==> src/hw/rtl/pfr_pkg.sv <==
`timescale 1ns / 1ps
// ----------------------------------------------------------------------------
// pfr_pkg
// Shared sizes and types for the Pareto front ranker.
// ----------------------------------------------------------------------------
package pfr_pkg;

    localparam int MAX_INDIVIDUALS = 64;
    localparam int NUM_OBJ         = 3;
    localparam int OBJ_W           = 32;
    localparam int IDX_W           = $clog2(MAX_INDIVIDUALS);
    localparam int CNT_W           = $clog2(MAX_INDIVIDUALS + 1);

    typedef logic [IDX_W-1:0]                idx_t;
    typedef logic [CNT_W-1:0]                cnt_t;
    typedef logic [MAX_INDIVIDUALS-1:0]      set_vec_t;
    typedef logic [NUM_OBJ-1:0][OBJ_W-1:0]   obj_vec_t;

endpackage

==> src/hw/rtl/pfr_dom_cmp.sv <==
`timescale 1ns / 1ps
// ----------------------------------------------------------------------------
// pfr_dom_cmp
// Dominance test: cand dominates ref when no objective of cand is greater
// and at least one is strictly less (signed compare, smaller is better).
// ----------------------------------------------------------------------------
module pfr_dom_cmp
    import pfr_pkg::*;
(
    input  obj_vec_t cand_obj,
    input  obj_vec_t ref_obj,
    output logic     dominates
);

    logic [NUM_OBJ-1:0] worse;
    logic [NUM_OBJ-1:0] better;

    // Per-objective signed compares are independent of each other.
    always_comb
    begin
        for (int k = 0; k < NUM_OBJ; k++)
        begin
            worse[k]  = $signed(cand_obj[k]) > $signed(ref_obj[k]);
            better[k] = $signed(cand_obj[k]) < $signed(ref_obj[k]);
        end
    end

    assign dominates = (worse == '0) && (better != '0);

endmodule
==> config.mk <==
export PLATFORM = sky130hd
export DESIGN_NAME = pfr_dom_cmp
export DESIGN_NICKNAME = d
export VERILOG_FILES = /design/src/hw/rtl/pfr_pkg.sv /design/src/hw/rtl/pfr_dom_cmp.sv
export SDC_FILE = /design/constraint.sdc
export NUM_CORES = 1
export LEC_CHECK = 0
export ABC_AREA = 1
export BUFFER_PORTS_ARGS = -buffer_cell sky130_fd_sc_hd__buf_2
export CAP_MARGIN = 30
export CORE_MARGIN = 2
export CORE_UTILIZATION = 30
export DETAILED_ROUTE_END_ITERATION = 7
export GPL_ROUTABILITY_DRIVEN = 1
export GPL_TIMING_DRIVEN = 0
export MAX_ROUTING_LAYER = met4
export PLACE_DENSITY = 0.67
export SYNTH_ARGS = -nofsm -noshare
export SYNTH_HDL_FRONTEND = slang
export SYNTH_SLANG_ARGS = --single-unit
export TNS_END_PERCENT = 1
==> constraint.sdc <==
create_clock -name vclk -period 2.8
set_input_delay 0.14 -clock vclk [all_inputs]
set_output_delay 0.14 -clock vclk [all_outputs]
set_load 0.03 [all_outputs]
After elaboration in Yosys (flattened, before gate mapping)
Cells that the tools add are included.
- reductions and logical operators: 3
- equality and inequality tests: 0
- $lt $le $gt $ge: 6
- shift operators: 0
- $add $sub $neg: 0
- muxes and demuxes: 0
- bitwise logic cells: 0
- multiply operators: 0
- div/mod/pow operators: 0
- operators by type and width (operator ; count):
    $gt A32 B32 Y1 ; 3
    $lt A32 B32 Y1 ; 3
    $logic_not A3 Y1 ; 1
    $reduce_bool A3 Y1 ; 1
    $logic_and A1 B1 Y1 ; 1
- memories: 0
- bits in latches: 0
- memory bits (read-only): 0
- bits in registers: 0
- memory bits (writable): 0

Logic depth before layout (Yosys ltp)
Gate-level depths: netlist (run 1).
- depth after elaboration: 3
- mapped depth: 18
- depth with buffers taken out: 18

Worst setup path after synthesis (run 1)
No wires, ideal clock.
- path kind: input to output
- start point: input port ref_obj[63] (netlist name)
- end point: output port dominates
- required time: 2660 ps
- data arrival time: 1633 ps
- setup slack: 1027 ps
- stages on the path: 14
- path buffers: 0
- path through: inv_1 ha_1 nand2_1 inv_1 nor2_2 o21a_1 nand2_1 a21oi_2 nand2_2 nand2_1 nand2_1 nand2_1 nor2_1 nor2_1
- word-level cells in the longest chain between the ends: 3
- RTL lines (item ; line ; RTL):
    start, declared ; pfr_dom_cmp.sv:11 ; input obj_vec_t ref_obj,
    $gt A32 B32 Y1 or $lt A32 B32 Y1 (tied branches) ; pfr_dom_cmp.sv:23, pfr_dom_cmp.sv:24 ;
    $logic_not A3 Y1 or $reduce_bool A3 Y1 (tied branches) ; pfr_dom_cmp.sv:28 ; assign dominates = (worse == '0) && (better != '0);
    $logic_and A1 B1 Y1 (*) ; pfr_dom_cmp.sv:28 ;
    end, declared ; pfr_dom_cmp.sv:12 ; output logic dominates
Every way passes the cells marked *; elsewhere a longest branch is shown, timed or not.

Worst setup path after layout (run 1)
- start point: input port cand_obj[63] (netlist name)
- end point: output port dominates
- word-level cells in the longest chain between the ends: 3
- RTL lines (item ; line ; RTL):
    start, declared ; pfr_dom_cmp.sv:10 ; input obj_vec_t cand_obj,
    $gt A32 B32 Y1 or $lt A32 B32 Y1 (tied branches) ; pfr_dom_cmp.sv:23, pfr_dom_cmp.sv:24 ;
    $logic_not A3 Y1 or $reduce_bool A3 Y1 (tied branches) ; pfr_dom_cmp.sv:28 ;
    $logic_and A1 B1 Y1 (*) ; pfr_dom_cmp.sv:28 ;
Marks and branches as above.

==> impl_results.md, run 1 <==
- Syn Area/Cell: 6.07 um^2
- NetSw: 0.000241 W
- Fmax: 527 MHz
- Total track usage: 14.5%
- Synth top area share: 44.7%
- Critical Path RT: 2.66 ns
- Most common cell after layout, fill and taps aside: buf_2
- Die Width: 98.7 um
- Crit path from: cand_obj[63]
- Grt total ovfl: 0
- Cell taking the most area after synthesis: ha_1
- Core Rows: 34
- Initial antenna violation count: 0
- Max-slew violations: 0
- Most frequent cells in the layout: 193 x buf_2, 121 x inv_1, 103 x nand2_1
- Part of the power in the clock network: 0%
- Die H: 98.7 um
- DRC Markers: 0
- Final WL: 7010 um
- Tot Pwr: 0.000488 W
- Hold buffer count at cts: 0
- Synth area leaders: ha_1 45%, inv_1 17%, nand2_1 14%, a21oi_1 6.9%, nor2_1 4.3%
- Crit path capture type: output port
- Die area: 9740 um^2
- GPL Wtd Cong: 0.849
- Core area: 8720 um^2
- Final cell count without fillers: 744
- Arrival @ worst endpoint: 1.76 ns
- Clock buffers: 0
- Post-CTS setup buffer count: 0
- RSZ-0062 raised after global routing: false
- Yosys cell types: 16
- Final setup fails: 0
- Pre-antenna DRT Iters: 4
- First-pass GRT wire length: 12200 um
- Fin crit period: 1.90 ns
- Vias in the first global route: 3221
- Num ports: 193
- Switching Fraction: 49.5%
- Net count, final: 926
- Post-Syn Nets: 731
- Crit start category: primary input
- Sequential element share of the synthesized area: 0%
- Combinational power share: 100.0%
- Syn-to-layout area delta: 40.9%
- Max-Cap Viols: 0
- Flop pwr share: 0%
- Worst min path class: primary input to output port
- Via-per-instance ratio: 4.32
- Area of the multi-input gates: 2230 um^2
- Sequential Area: 0 um^2
- Pin slew with the least headroom to its limit: 0.178 ns
- Initial DRC count: 16
- Rel. slew slack: 88.0%
- Synth Instances: 443
- Worst hold slack: 1.02 ns
- Antenna cells: 0
- Setup TNS: 0 ns
- Worst Setup EP: dominates
- Layout cells sized above 1: 32.7%
- Max VDD drop: 53.2 uV
- FFs & Latches: 0
- Final worst-path cycle share: 67.8%
- Via count: 3214
- Mapped Area: 2690 um^2
- Power Dens Cells: 129 nW/um^2
- Largest net degree at the start of global routing: 6
- Filler Cell Count: 910
- Status: finished, final reports clean
- CP max FO: 5
- Antenna viol nets, final: 0
- Inst Count DP: 744
- Initial Util: 30.8%
- Final-report hold violation count: 0
- Gates resized, CTS repair: 0
- Leak: 2.62 nW
- Internal power: 0.000246 W
- Synth warn: 0
- Wirelength per Cell: 9.42 um
- DPL Wire Length: 6790 um
- # port buffers: 193
- CP Class: primary input to output port
cell type report:
cell class / count / area share (%)
well taps: 108 / 3.57
multi-input cells: 322 / 59.0
inverters: 121 / 12.0
repair buffers: 193 / 25.5
worst min-delay path by stage:
stage	from	end	slack, ns	depth (start not counted)
floorplan	cand_obj[31]	dominates	0.79	6
global placement	cand_obj[31]	dominates	1.03	8
detailed placement	cand_obj[31]	dominates	1.03	8
CTS	cand_obj[31]	dominates	1.04	8
global route	cand_obj[31]	dominates	1.12	8
finish	cand_obj[31]	dominates	1.02	8
power groups by stage:
stage	registers (W)	clock network (W)	logic, W
3_5_place_dp	0	0	0.000493
2_1_floorplan	0	0	0.000291
6_report	0	0	0.000488
3_3_place_gp	0	0	0.000476
4_1_cts	0	0	0.000497
5_1_grt	0	0	0.000581
cells by family (layout without fill, tap and decap cells):
kind of cell / Yosys count / after routing / share of synthesized area [%]
simple gates: 174 / 174 / 27.8
buf+inv: 121 / 314 / 16.9
fa+ha+maj: 96 / 96 / 44.7
compound gates: 52 / 52 / 10.6
cells in the mapped netlist (all sizes together):
| master | instances |
|---|---|
| o21ai | 6 |
| nand4 | 10 |
| o21a | 4 |
| nand2 | 110 |
| nor2 | 36 |
| nand3b | 1 |
| a21o | 3 |
| nand3 | 17 |
| a21oi | 39 |
| inv | 121 |
| ha | 96 |
critical path: stages:
cell and delay, ns:
buf_2 0.10, ha_1 0.35, nand2_1 0.09, inv_1 0.04, nor2_2 0.07, o21a_1 0.11, nand2_1 0.05, a21oi_2 0.17
nand2_2 0.07, nand2_1 0.05, nand2_1 0.08, nand2_1 0.08, nor2_1 0.04, nor2_1 0.10, buf_2 0.21
through the flow:
step                instance area [um^2]  setup WS (ns)  utilization, %
floorplan                           2690           1.03               -
global placement                    3790          0.918            43.5
detailed placement                  3790          0.883            43.5
CTS                                 3790          0.878            43.5
global route                        3790          0.696            43.5
finish                              3790          0.901            43.5
routing by layer:
metal  vias to the layer above  part of all wire [%]  global-route usage [%]
met5                         -                     0                       -
met3                         6                   7.4                    1.42
met2                       116                    49                    28.8
met1                      1306                    43                    15.9
li1                       1786                     -                       -
met4                         0                  0.76                    1.48
Power figures use the tool's default switching activity.
==> run 2: changes to the inputs <==
--- a/config.mk
+++ b/config.mk
@@ -5,7 +5,7 @@
 export SDC_FILE = /design/constraint.sdc
 export NUM_CORES = 1
 export LEC_CHECK = 0
-export ABC_AREA = 1
+export ABC_AREA = 0
 export BUFFER_PORTS_ARGS = -buffer_cell sky130_fd_sc_hd__buf_2
 export CAP_MARGIN = 30
 export CORE_MARGIN = 2
@@ -14,7 +14,7 @@
 export GPL_ROUTABILITY_DRIVEN = 1
 export GPL_TIMING_DRIVEN = 0
 export MAX_ROUTING_LAYER = met4
-export PLACE_DENSITY = 0.67
+export PLACE_DENSITY = 0.71
 export SYNTH_ARGS = -nofsm -noshare
 export SYNTH_HDL_FRONTEND = slang
 export SYNTH_SLANG_ARGS = --single-unit
==> constraint.sdc (replaced) <==
create_clock -name vclk -period 1.7
set_input_delay 0.085 -clock vclk [all_inputs]
set_output_delay 0.085 -clock vclk [all_outputs]
set_load 0.03 [all_outputs]
==> run 2 against run 1 <==
Net effect:
- the flow now finishes with violations (negative setup slack)
- count of clock-buffer cells in the layout is the same
- flip-flop and latch count is the same
- hold slack lost 0.19 ns
- die area shrank 8.4%
- first-iteration DRC count grew 140%
- cell area shrank 1.3%
- non-clock buffer count grew 1
- via count shrank 7.1%
- combinational power grew 65%
- power grew 65%
- critical endpoint unchanged
- largest cell class unchanged
- highest routed layer unchanged
==> impl_results.md, run 2 <==
- Status: complete, but fails checks
- Failing checks: negative setup slack
- FFs & Latches: 0
- Setup TNS: -0.575 ns
- Final cell count without fillers: 640
- RSZ-0062 raised after global routing: true
- Sequential element share of the synthesized area: 0%
- Grt total ovfl: 0
- Die H: 94.5 um
- Mapped Area: 2450 um^2
- Most common cell after layout, fill and taps aside: buf_2
- Syn Area/Cell: 7.14 um^2
- Layout cells sized above 1: 41.3%
- Syn-to-layout area delta: 52.4%
- Core area: 7850 um^2
- Yosys cell types: 32
- Critical path cell sequence: buf_2 -> ha_4 -> a21oi_2 -> nand2_1 -> a221o_1 -> o311a_1 -> o32ai_4 -> o211ai_1 -> a211oi_4 -> buf_6
- Synth Instances: 344
- Largest net degree at the start of global routing: 5
- Power Dens Cells: 215 nW/um^2
- Initial DRC count: 38
- Crit start category: primary input
- Vias in the first global route: 2947
- Final worst-path cycle share: 134%
- # port buffers: 193
- Fmax: 440 MHz
- Pre-antenna DRT Iters: 4
- Arrival @ worst endpoint: 2.19 ns
- Max-Cap Viols: 0
- Via-per-instance ratio: 4.67
- Worst hold slack: 0.829 ns
- Total track usage: 15.8%
- Hold Path End: dominates
- Via count: 2987
- Critical Path RT: 1.62 ns
- Final setup fails: 1
- Final-report hold violation count: 0
- Slowest stage delay, CP: 0.38 ns
- WHS Path Cells: 5
- First-pass GRT wire length: 11500 um
- Leak: 2.37 nW
- CP max stage cell: o311a_1
- Hold buffer count at cts: 0
- DPL Wire Length: 7010 um
- Core Rows: 32
- GPL Wtd Cong: 0.791
- Post-Syn Nets: 632
- Synth warn: 0
- Max VDD drop: 97.9 uV
- Final WL: 7310 um
- Most frequent cells in the layout: 192 x buf_2, 90 x inv_1, 86 x ha_1
- Area of the multi-input gates: 2260 um^2
- Die Width: 94.5 um
- Max-slew violations: 0
- Worst path bufs/invs: 2
- Antenna viol nets, final: 0
- Slack of the critical path: -0.575 ns
- Tot Pwr: 0.000805 W
- Top cells by count, synth: 98 x inv_1, 96 x ha_1, 33 x a21oi_1
- Synth top area share: 48.9%
- Rel. slew slack: 69.7%
- Fin crit period: 2.27 ns
- Hold_sp: cand_obj[63]
- Wirelength per Cell: 11.4 um
- Filler Cell Count: 823
- Pin slew with the least headroom to its limit: 0.442 ns
- Num ports: 193
- CP max FO: 3
- Antenna cells: 0
- Initial antenna violation count: 0
- Clock buffers: 0
- Worst min path class: primary input to output port
- Cell taking the most area after synthesis: ha_1
- Count leader, synth: inv_1
- CP Class: primary input to output port
- DRC Markers: 0
- Net count, final: 828
- Inst Count DP: 639
- Die area: 8920 um^2
- Crit path capture type: output port
- CP delay by family, top: compound AO/OA/AOI/OAI gates
- Synth area leaders: ha_1 49%, inv_1 15%, a21oi_1 6.7%, a21o_1 4.9%, nand4_1 4.3%
- Initial Util: 31.3%
- Sequential Area: 0 um^2
## run 2: cell count changes in the layout (fill, tap and decap cells not counted), sizes merged, moves of 7 or more
| cell | delta |
|---|---|
| nand2 | -88 |
| nor2 | -30 |
| inv | -23 |
| a21o | +13 |
| nand3 | -10 |
| nand4 | +7 |
## run 2: kinds of logic (layout without fill, tap and decap cells)
group           after synthesis  in the layout  synth area share (%)
buf+inv                      98            292                  15.0
simple gates                 69             69                  14.6
mux                           1              1                 0.459
fa+ha+maj                    96             96                  48.9
compound gates               80             80                  21.0
## run 2: layout make-up
class	instances	share of cell area [%]
Timing Repair Buffer	194	26.2
Tap cell	102	3.41
Inverter	98	9.96
Multi-Input combinational cell	246	60.4
## run 2: metrics by stage
stage | util [%] | area [um^2] | setup WS (ns)
final | 47.7 | 3740 | -0.575
after global routing | 47.7 | 3740 | -0.702
after CTS | 47.2 | 3710 | -0.661
after detailed placement | 47.1 | 3690 | -0.707
after global placement | 47.1 | 3690 | -0.677
after floorplan | - | 2600 | -0.327
## run 2: worst max path at each step
stage | start | end | cells past startpoint
3_3_place_gp | cand_obj[14] | dominates | 10
2_1_floorplan | ref_obj[14] | dominates | 9
3_5_place_dp | cand_obj[14] | dominates | 10
6_report | cand_obj[14] | dominates | 10
5_1_grt | cand_obj[33] | dominates | 11
4_1_cts | cand_obj[14] | dominates | 10
## run 2: power breakdown
part           switching (W)  leakage (nW)  total [W]  internal, W
Combinational       0.000379          2.37   0.000805     0.000426
Sequential                 0             0          0            0
Clock                      0             0          0            0
Total               0.000379          2.37   0.000805     0.000426
## run 2: routing by layer
metal	global-route usage, %	vias to the layer above	share of wire, %
met4	1.09	0	0.83
met5	-	-	0
met1	17.2	1268	41
met3	1.36	6	7.9
li1	-	1592	-
met2	32.0	121	51
## run 2: timing repair
item,CTS,global route
resized for setup,2,8
setup endpoints to repair,1,1
buffers inserted,1,0
pin swaps,3,5
endpoints found under the hold margin,0,0
==> run 3: changes to the inputs <==
--- a/config.mk
+++ b/config.mk
@@ -6,16 +6,15 @@
 export NUM_CORES = 1
 export LEC_CHECK = 0
 export ABC_AREA = 0
-export BUFFER_PORTS_ARGS = -buffer_cell sky130_fd_sc_hd__buf_2
 export CAP_MARGIN = 30
 export CORE_MARGIN = 2
 export CORE_UTILIZATION = 30
 export DETAILED_ROUTE_END_ITERATION = 7
+export DONT_BUFFER_PORTS = 1
 export GPL_ROUTABILITY_DRIVEN = 1
 export GPL_TIMING_DRIVEN = 0
 export MAX_ROUTING_LAYER = met4
-export PLACE_DENSITY = 0.71
+export PLACE_DENSITY = 0.5
 export SYNTH_ARGS = -nofsm -noshare
 export SYNTH_HDL_FRONTEND = slang
 export SYNTH_SLANG_ARGS = --single-unit
-export TNS_END_PERCENT = 1
==> run 3 against run 2 <==
Net effect:
- the flow still finishes with violations (negative setup slack)
- maximum frequency increased by 4.6%
- die area unchanged
- power decreased by 29%
- first-iteration DRC count fell by 55%
- setup slack improved by 0.099 ns
- wire length is 16% lower
- critical path depth shrank 1
- global-route usage decreased by 2.9 points
- final cell count down 30%
- cell area decreased by 25%
- flip-flop and latch count unchanged
- count of clock-buffer cells in the layout did not move
==> impl_results.md, run 3 (same netlist as run 2, synthesis figures left out) <==
- Internal power: 0.000276 W
- Max Used Layer: met3
- Num ports: 193
- Final worst-path cycle share: 128%
- Leak: 1.61 nW
- RSZ-0062 raised after global routing: true
- DR WL met3: 479 um
- Hold buffer count at cts: 0
- Most frequent cells in the layout: 88 x inv_1, 85 x ha_1, 31 x a21oi_1
- CP max FO: 3
- WHS Path Cells: 3
- End-of-flow core utilization: 35.6%
- Die area: 8920 um^2
- Worst hold slack: 0.627 ns
- Crit path capture type: output port
- Final setup fails: 1
- Sequential Area: 0 um^2
- Die Width: 94.5 um
- Final cell count without fillers: 447
- Layout cells sized above 1: 9.28%
- Tot Pwr: 0.000572 W
- Clock buffers: 0
- WL met2: 3080 um
- FFs & Latches: 0
- Hold Path End: dominates
- Initial DRC count: 17
- DPL Wire Length: 5930 um
- Arrival @ worst endpoint: 2.09 ns
- Flop pwr share: 0%
- Largest net degree at the start of global routing: 5
- Combinational power share: 100.0%
- NetSw: 0.000296 W
- Critical Path RT: 1.62 ns
- Core area: 7850 um^2
- Rel. slew slack: 69.0%
- Fin crit period: 2.18 ns
- Net count, final: 635
- Switching Fraction: 51.8%
- Die H: 94.5 um
- Wirelength per Cell: 13.7 um
- Vias in the first global route: 2262
- Crit path from: ref_obj[8]
- Antenna viol nets, final: 0
- Worst min path class: primary input to output port
- Syn-to-layout area delta: 13.8%
- Slack of the critical path: -0.475 ns
- Pin slew with the least headroom to its limit: 0.462 ns
- Via count: 2294
- M1 WL: 2570 um
- Total track usage: 12.8%
- Inst Count DP: 446
- Via-per-instance ratio: 5.13
- Pre-antenna DRT Iters: 4
- Initial Util: 31.3%
- Most common cell after layout, fill and taps aside: inv_1
- Fmax: 460 MHz
- Final-report hold violation count: 0
- CP max stage cell: a211oi_4
- DRC Markers: 0
- GPL Wtd Cong: 0.721
- Crit start category: primary input
- Power Dens Cells: 205 nW/um^2
- Critical path cell sequence: inv_4 -> ha_4 -> nand4_1 -> nor2_1 -> a221o_1 -> o311a_1 -> o32ai_4 -> a31oi_1 -> a211oi_4
- Setup TNS: -0.475 ns
- Failing checks: negative setup slack
- Max VDD drop: 66.8 uV
- Slowest stage delay, CP: 0.47 ns
- Max-slew violations: 0
- Core Rows: 32
- First-pass GRT wire length: 9400 um
- CP Class: primary input to output port
- Final WL: 6130 um
- Max-Cap Viols: 0
- Antenna cells: 0
- Initial antenna violation count: 0
- Hold_sp: cand_obj[63]
- # port buffers: 0
- Status: complete, but fails checks
- Grt total ovfl: 0
- Part of the power in the clock network: 0%
run 3: changes by cell type in the layout (fill, tap and decap cells not counted), sizes merged:
cell / previous run / this run
buf: 194 / 1
run 3: critical path: cells and delay by family:
kind	cells	cell delay, ns
adder cells (fa/ha/maj)	1	0.22
AO/OA/AOI/OAI	5	1.58
AND/OR/NAND/NOR	2	0.21
buffers and inverters	1	0.02
run 3: how the worst max path moves through the flow:
stage / end
floorplan: dominates
global placement: dominates
finish: dominates
CTS: dominates
global route: dominates
detailed placement: dominates
run 3: final cells by class:
| cell class | instances | area [um^2] |
|---|---|---|
| Inverter | 98 | 378 |
| Fill cell | 851 | 5050 |
| Timing Repair Buffer | 1 | 7.51 |
| Multi-Input combinational cell | 246 | 2280 |
| Tap cell | 102 | 128 |
run 3: power groups by stage:
stage / sequential (W) / clock (W) / combinational (W)
2_1_floorplan: 0 / 0 / 0.000443
3_3_place_gp: 0 / 0 / 0.000541
3_5_place_dp: 0 / 0 / 0.000552
4_1_cts: 0 / 0 / 0.000575
5_1_grt: 0 / 0 / 0.000680
6_report: 0 / 0 / 0.000572
run 3: routing by layer:
metal,vias up,global-route usage [%]
li1,1203,-
met1,993,15.2
met2,98,24.7
met3,0,1.36
met4,0,0
met5,-,-
run 3: per-stage QoR:
step,setup slack [ns],cell area [um^2]
2_1_floorplan,-0.327,2600
3_3_place_gp,-0.624,2730
3_5_place_dp,-0.640,2730
4_1_cts,-0.544,2770
5_1_grt,-0.621,2790
6_report,-0.475,2790
run 3: timing repair:
| action | 4_1_cts | 5_1_grt |
|---|---|---|
| buffers inserted | 1 | 0 |
| gates resized for setup | 9 | 5 |
| setup endpoints to repair | 1 | 1 |
| pin swaps | 9 | 5 |
